`config.mk`:
```
export PLATFORM = sky130hd
export DESIGN_NAME = plc_queue
export DESIGN_NICKNAME = d
export VERILOG_FILES = /design/src/design/plc_pkg.sv /design/src/design/plc_queue.sv
export SDC_FILE = /design/constraint.sdc
export NUM_CORES = 1
export LEC_CHECK = 0
export ABC_AREA = 0
export BUFFER_PORTS_ARGS = -buffer_cell sky130_fd_sc_hd__buf_4
export CORE_MARGIN = 2
export CORE_UTILIZATION = 30
export CTS_BUF_LIST = sky130_fd_sc_hd__clkbuf_4 sky130_fd_sc_hd__clkbuf_8 sky130_fd_sc_hd__clkbuf_16
export CTS_CLUSTER_SIZE = 12
export DETAILED_ROUTE_END_ITERATION = 6
export SLEW_MARGIN = 20
export SYNTH_ARGS = -nofsm -noshare
export SYNTH_HDL_FRONTEND = slang
export SYNTH_SLANG_ARGS = --single-unit
```
`constraint.sdc`:
```
create_clock -name clk_i -period 3.6 [get_ports clk_i]
set_input_delay 0 -clock clk_i [delete_from_list [all_inputs] [get_ports clk_i]]
set_output_delay 0 -clock clk_i [all_outputs]
set_load 0.005 [all_outputs]
```
`src/design/plc_pkg.sv`:
```
// Shared types, constants and helpers for the piecewise-linear calibration block.
// No dependencies; compile first.
package plc_pkg;

  localparam int unsigned MaxPoints = 16;
  localparam int unsigned IdxW      = $clog2(MaxPoints);
  localparam int unsigned CntW      = $clog2(MaxPoints + 1);
  localparam int unsigned XW        = 26;
  localparam int unsigned YW        = 26;
  localparam int unsigned SampleW   = 16;
  localparam int unsigned XDivW     = 17;
  localparam int unsigned YDivW     = 17;
  localparam int unsigned MagW      = SampleW + YW;
  localparam int unsigned DvdW      = MagW + 10;
  localparam int unsigned VW        = DvdW + 2;
  localparam int unsigned DivCntW   = $clog2(DvdW);

  localparam int unsigned RecipShift = 36;
  localparam logic [26:0] Recip1000  = 27'd68719477;
  localparam logic [9:0]  Unit1000   = 10'd1000;

  localparam logic [XW-1:0] Mask26     = '1;
  localparam logic [YW-1:0] RangeHighRst = 26'd500;

  localparam logic [1:0] FUNC_CLEAR   = 2'd0;
  localparam logic [1:0] FUNC_LOAD    = 2'd1;
  localparam logic [1:0] FUNC_MEASURE = 2'd2;

  localparam logic CFG_RANGE_LOW  = 1'b0;
  localparam logic CFG_RANGE_HIGH = 1'b1;

  typedef enum logic [1:0] {
    OP_CLEAR,
    OP_LOAD,
    OP_MEASURE,
    OP_NOP
  } op_e;

  typedef enum logic [1:0] {
    STS_OK        = 2'd0,
    STS_FULL      = 2'd1,
    STS_NONRISING = 2'd2
  } status_e;

  typedef struct packed {
    op_e                op;
    logic [XW-1:0]      px;
    logic [YW-1:0]      py;
    logic [SampleW-1:0] sample;
  } qent_t;

  function automatic logic [XDivW-1:0] div1000(input logic [XW-1:0] v);
    logic [XW+27-1:0] prod;
    prod = 53'(v) * 53'(Recip1000);
    return prod[RecipShift +: XDivW];
  endfunction

endpackage

```
`src/design/plc_queue.sv`:
```
// Two-entry queue between the front end and the execution back end.
// Depends on plc_pkg.
module plc_queue import plc_pkg::*; (
  input  logic  clk_i,
  input  logic  rst_ni,
  input  logic  push_i,
  input  qent_t push_data_i,
  output logic  full_o,
  input  logic  pop_i,
  output logic  avail_o,
  output qent_t pop_data_o
);

  qent_t      mem_q [2];
  logic       wr_q, wr_d, rd_q, rd_d;
  logic [1:0] cnt_q, cnt_d;

  assign full_o     = cnt_q == 2'd2;
  assign avail_o    = cnt_q != 2'd0;
  assign pop_data_o = mem_q[rd_q];

  always_comb begin
    wr_d  = wr_q ^ push_i;
    rd_d  = rd_q ^ pop_i;
    cnt_d = cnt_q + 2'(push_i) - 2'(pop_i);
  end

  always_ff @(posedge clk_i or negedge rst_ni) begin
    if (!rst_ni) begin
      wr_q  <= 1'b0;
      rd_q  <= 1'b0;
      cnt_q <= 2'd0;
    end else begin
      wr_q  <= wr_d;
      rd_q  <= rd_d;
      cnt_q <= cnt_d;
    end
  end

  always_ff @(posedge clk_i) begin
    if (push_i) begin
      mem_q[wr_q] <= push_data_i;
    end
  end

endmodule

```
==> impl_results.md <==
* Outcome: complete, no violations
* Core Rows at 50
* CP required at about 3.6 ns
* CTS Buffer Depth at 2
* Most used cell, CP: buf_4
* Vert. Die Dim at around 140 um
* CTS Root Cell: clkbuf_16
* Number of top-level pins at 146
* Post-route ant nets at 0
* All-layer global routing usage at 0.1089
* CTS tree: done
* First-pass GRT wire length at between 15000 and 20000 um
* Worst VDD drop at between 0.0005 and 0.0006 V
* Endpoints failing hold at 0
* CTS HTree Levels at 4
* Reg clk slew, reported paths at ~0.06 ns
* Setup crit start: rd_q
* CP max FO at 46
* Die area at between 15000 and 20000 um2
* GRT overflow at 0
* Yosys warnings at 0
* Syn Nets at ~310
* # port buffers at around 150
* Layout net count at 544
* RSZ-0062 raised after global routing: false
* CP endpoint: pop_data_o[0]
* Worst slew margin at 0.3150
* Core area at around 19000 um2
* Largest net degree at the start of global routing at between 70 and 80
* Wire per inst at ~15 um
* Slew Viols, Final at 0
* Reg2Reg Capture Point: mem_q[0][50]
* Total CTS buffers at 17
* Vias after detailed routing at 2951
* Min-delay worst type: in -> reg
* DP Worst Slack at 1.634 ns
* Most common cell after layout, fill and taps aside: buf_4
* Seq cells post-synth at between 100 and 150
* Syn Inst Count at about 230
* Final Cycle Share at 0.6509
* Synthesized area per cell at 23.99 um2
* Starting DRT DRC Count at about 160
* TNS Setup at 0 ns
* Clock skew at approximately 0.0059 ns
* CP arrival at 2.34 ns
* Number of remaining DRC errors at 0
* Clk Latency, worst-skew pair at 0.40 ns
* Setup crit end kind: output pin
* Via density at 4.139
* DP HPWL at 6444 um
* Final wirelength at around 11000 um
* Max-cap violations at 0
* R2r startpoint: wr_q
* Most frequent cells in the layout: 147 x buf_4, 140 x edfxtp_1, 74 x dlygate4sd3_1, 69 x mux2_4, 17 x clkbuf_16
* Max Freq at ~430 MHz
* LEAKAGE at 0.003300 uW
* Post-Syn Area at 5613 um2
* Initial antenna violation count at 0
* Pre-Repair DR Iteration Count at 4
* Fraction of final layout cells with drive strength greater than 1 at 0.5198
* Vias in the first global route at roughly 3300
* Critical Path Start Type: register
* Power per cell area at 714.1 nW/um2
* Non-Filler Cell Area, Final at 8188 um2
* Die Width at 140.8 um
* Path type of the worst setup path: reg -> out
* Tightest Pin Transition at 1.028 ns
* Register-to-register path setup slack at approximately 1.9 ns
* GP Congestion at ~0.66
* Setup ws final at approximately 1.3 ns
* CTS sink cnt at about 140
* FF-to-FF path depth at 2
* Slowest-stage cell, CP: dfrtp_4
* # Post-CTS Setup Buffers at 0
* Max incr delay on CP at 1.02 ns
* Initial Util at 0.3031
* Crit path cell chain: buf_4 -> mux2_4 -> buf_4
* Cell variety after synth at 12
* Setup violators final at 0
* Ant diodes at 0
* Fin cells at 713
* Fill cell total of the finished layout at between 1500 and 2000
* Sequential-to-total area share from yosys stat at 0.7668
* Minimum clock period at 2.343 ns
* Dpl cell area at 6887 um2
* Area growth syn-to-layout at 45.88%
* Cells after DPL at about 610
==> worst min-delay path by stage <==
stage	start	to	cells after the start
finish	pop_i	rd_q	3
global route	push_data_i[39]	mem_q[0][39]	2
CTS	pop_i	rd_q	3
detailed placement	rst_ni	cnt_q[0]	1
global placement	rst_ni	cnt_q[0]	1
floorplan	rst_ni	cnt_q[0]	0
==> synth_stat cells (all sizes together) <==
cell      n  share of area
xor3      1         0.0042
or2       1         0.0011
inv       4         0.0027
dfrtp     4          0.018
buf       8          0.027
xor2      1         0.0016
ha        4         0.0089
nor2b     1         0.0011
edfxtp  140           0.75
mux2     70           0.19
==> logic make-up after synthesis <==
| group | count (synthesis) | synth area share |
|---|---|---|
| XOR/XNOR | 2 | 0.005796 |
| adder cells (fa/ha/maj) | 4 | 0.008917 |
| buffers and inverters | 12 | 0.02965 |
| flip-flops | 144 | 0.7668 |
| multiplexers | 70 | 0.1866 |
| AND/OR/NAND/NOR | 2 | 0.002231 |
==> flip-flops by register name, summed over array words and instances, names as in the netlist <==
register,flops
wr_q,1
cnt_q,2
mem_q,140
rd_q,1
==> what timing repair did <==
item / CTS / global route
hold endpoints to repair: 147 / 0
setup endpoints to repair: 0 / 0
hold buffers: 74 / 0
gates resized for setup: 0 / 0
==> power breakdown <==
part	switching, uW	total, uW	internal (uW)
Combinational	600	1730	1130
Clock	631	1650	1020
Sequential	228	2460	2240
==> worst max-delay path, delay by kind of cell (launching register included) <==
family | cells | cell delay (ns)
buffers and inverters | 2 | 0.55
DFF | 1 | 1.02
muxes | 1 | 0.34
==> per-layer routing <==
| metal | GRT usage | part of all wire |
|---|---|---|
| met1 | 0.1258 | 0.41 |
| met2 | 0.1918 | 0.54 |
| met3 | 0.03499 | 0.044 |
| met4 | 0.03632 | 0.0080 |
| met5 | 0 | 0 |
==> cell type report <==
cell class / count / area [um2] / area share
repair buffers: 221 / 1844 / 0.2252
flip-flops and latches: 144 / 4308 / 0.5261
multi-input cells: 78 / 1167 / 0.1426
well taps: 234 / 292.8 / 0.03576
inverters: 4 / 15.01 / 0.001834
clock inverters: 13 / 120.1 / 0.01467
clock buffers: 19 / 440.4 / 0.05379
==> through the flow <==
stage / total power (uW) / util / hold WS [ns]
6_report: 5847 / 0.4422 / 0.3137
5_1_grt: 6143 / 0.4422 / 0.3059
4_1_cts: 5947 / 0.4422 / 0.2900
3_5_place_dp: 4209 / 0.3719 / -0.2006
3_3_place_gp: 4165 / 0.3719 / -0.2012
2_1_floorplan: 3558 / - / -0.2956
(Power assumes the default switching activity.)
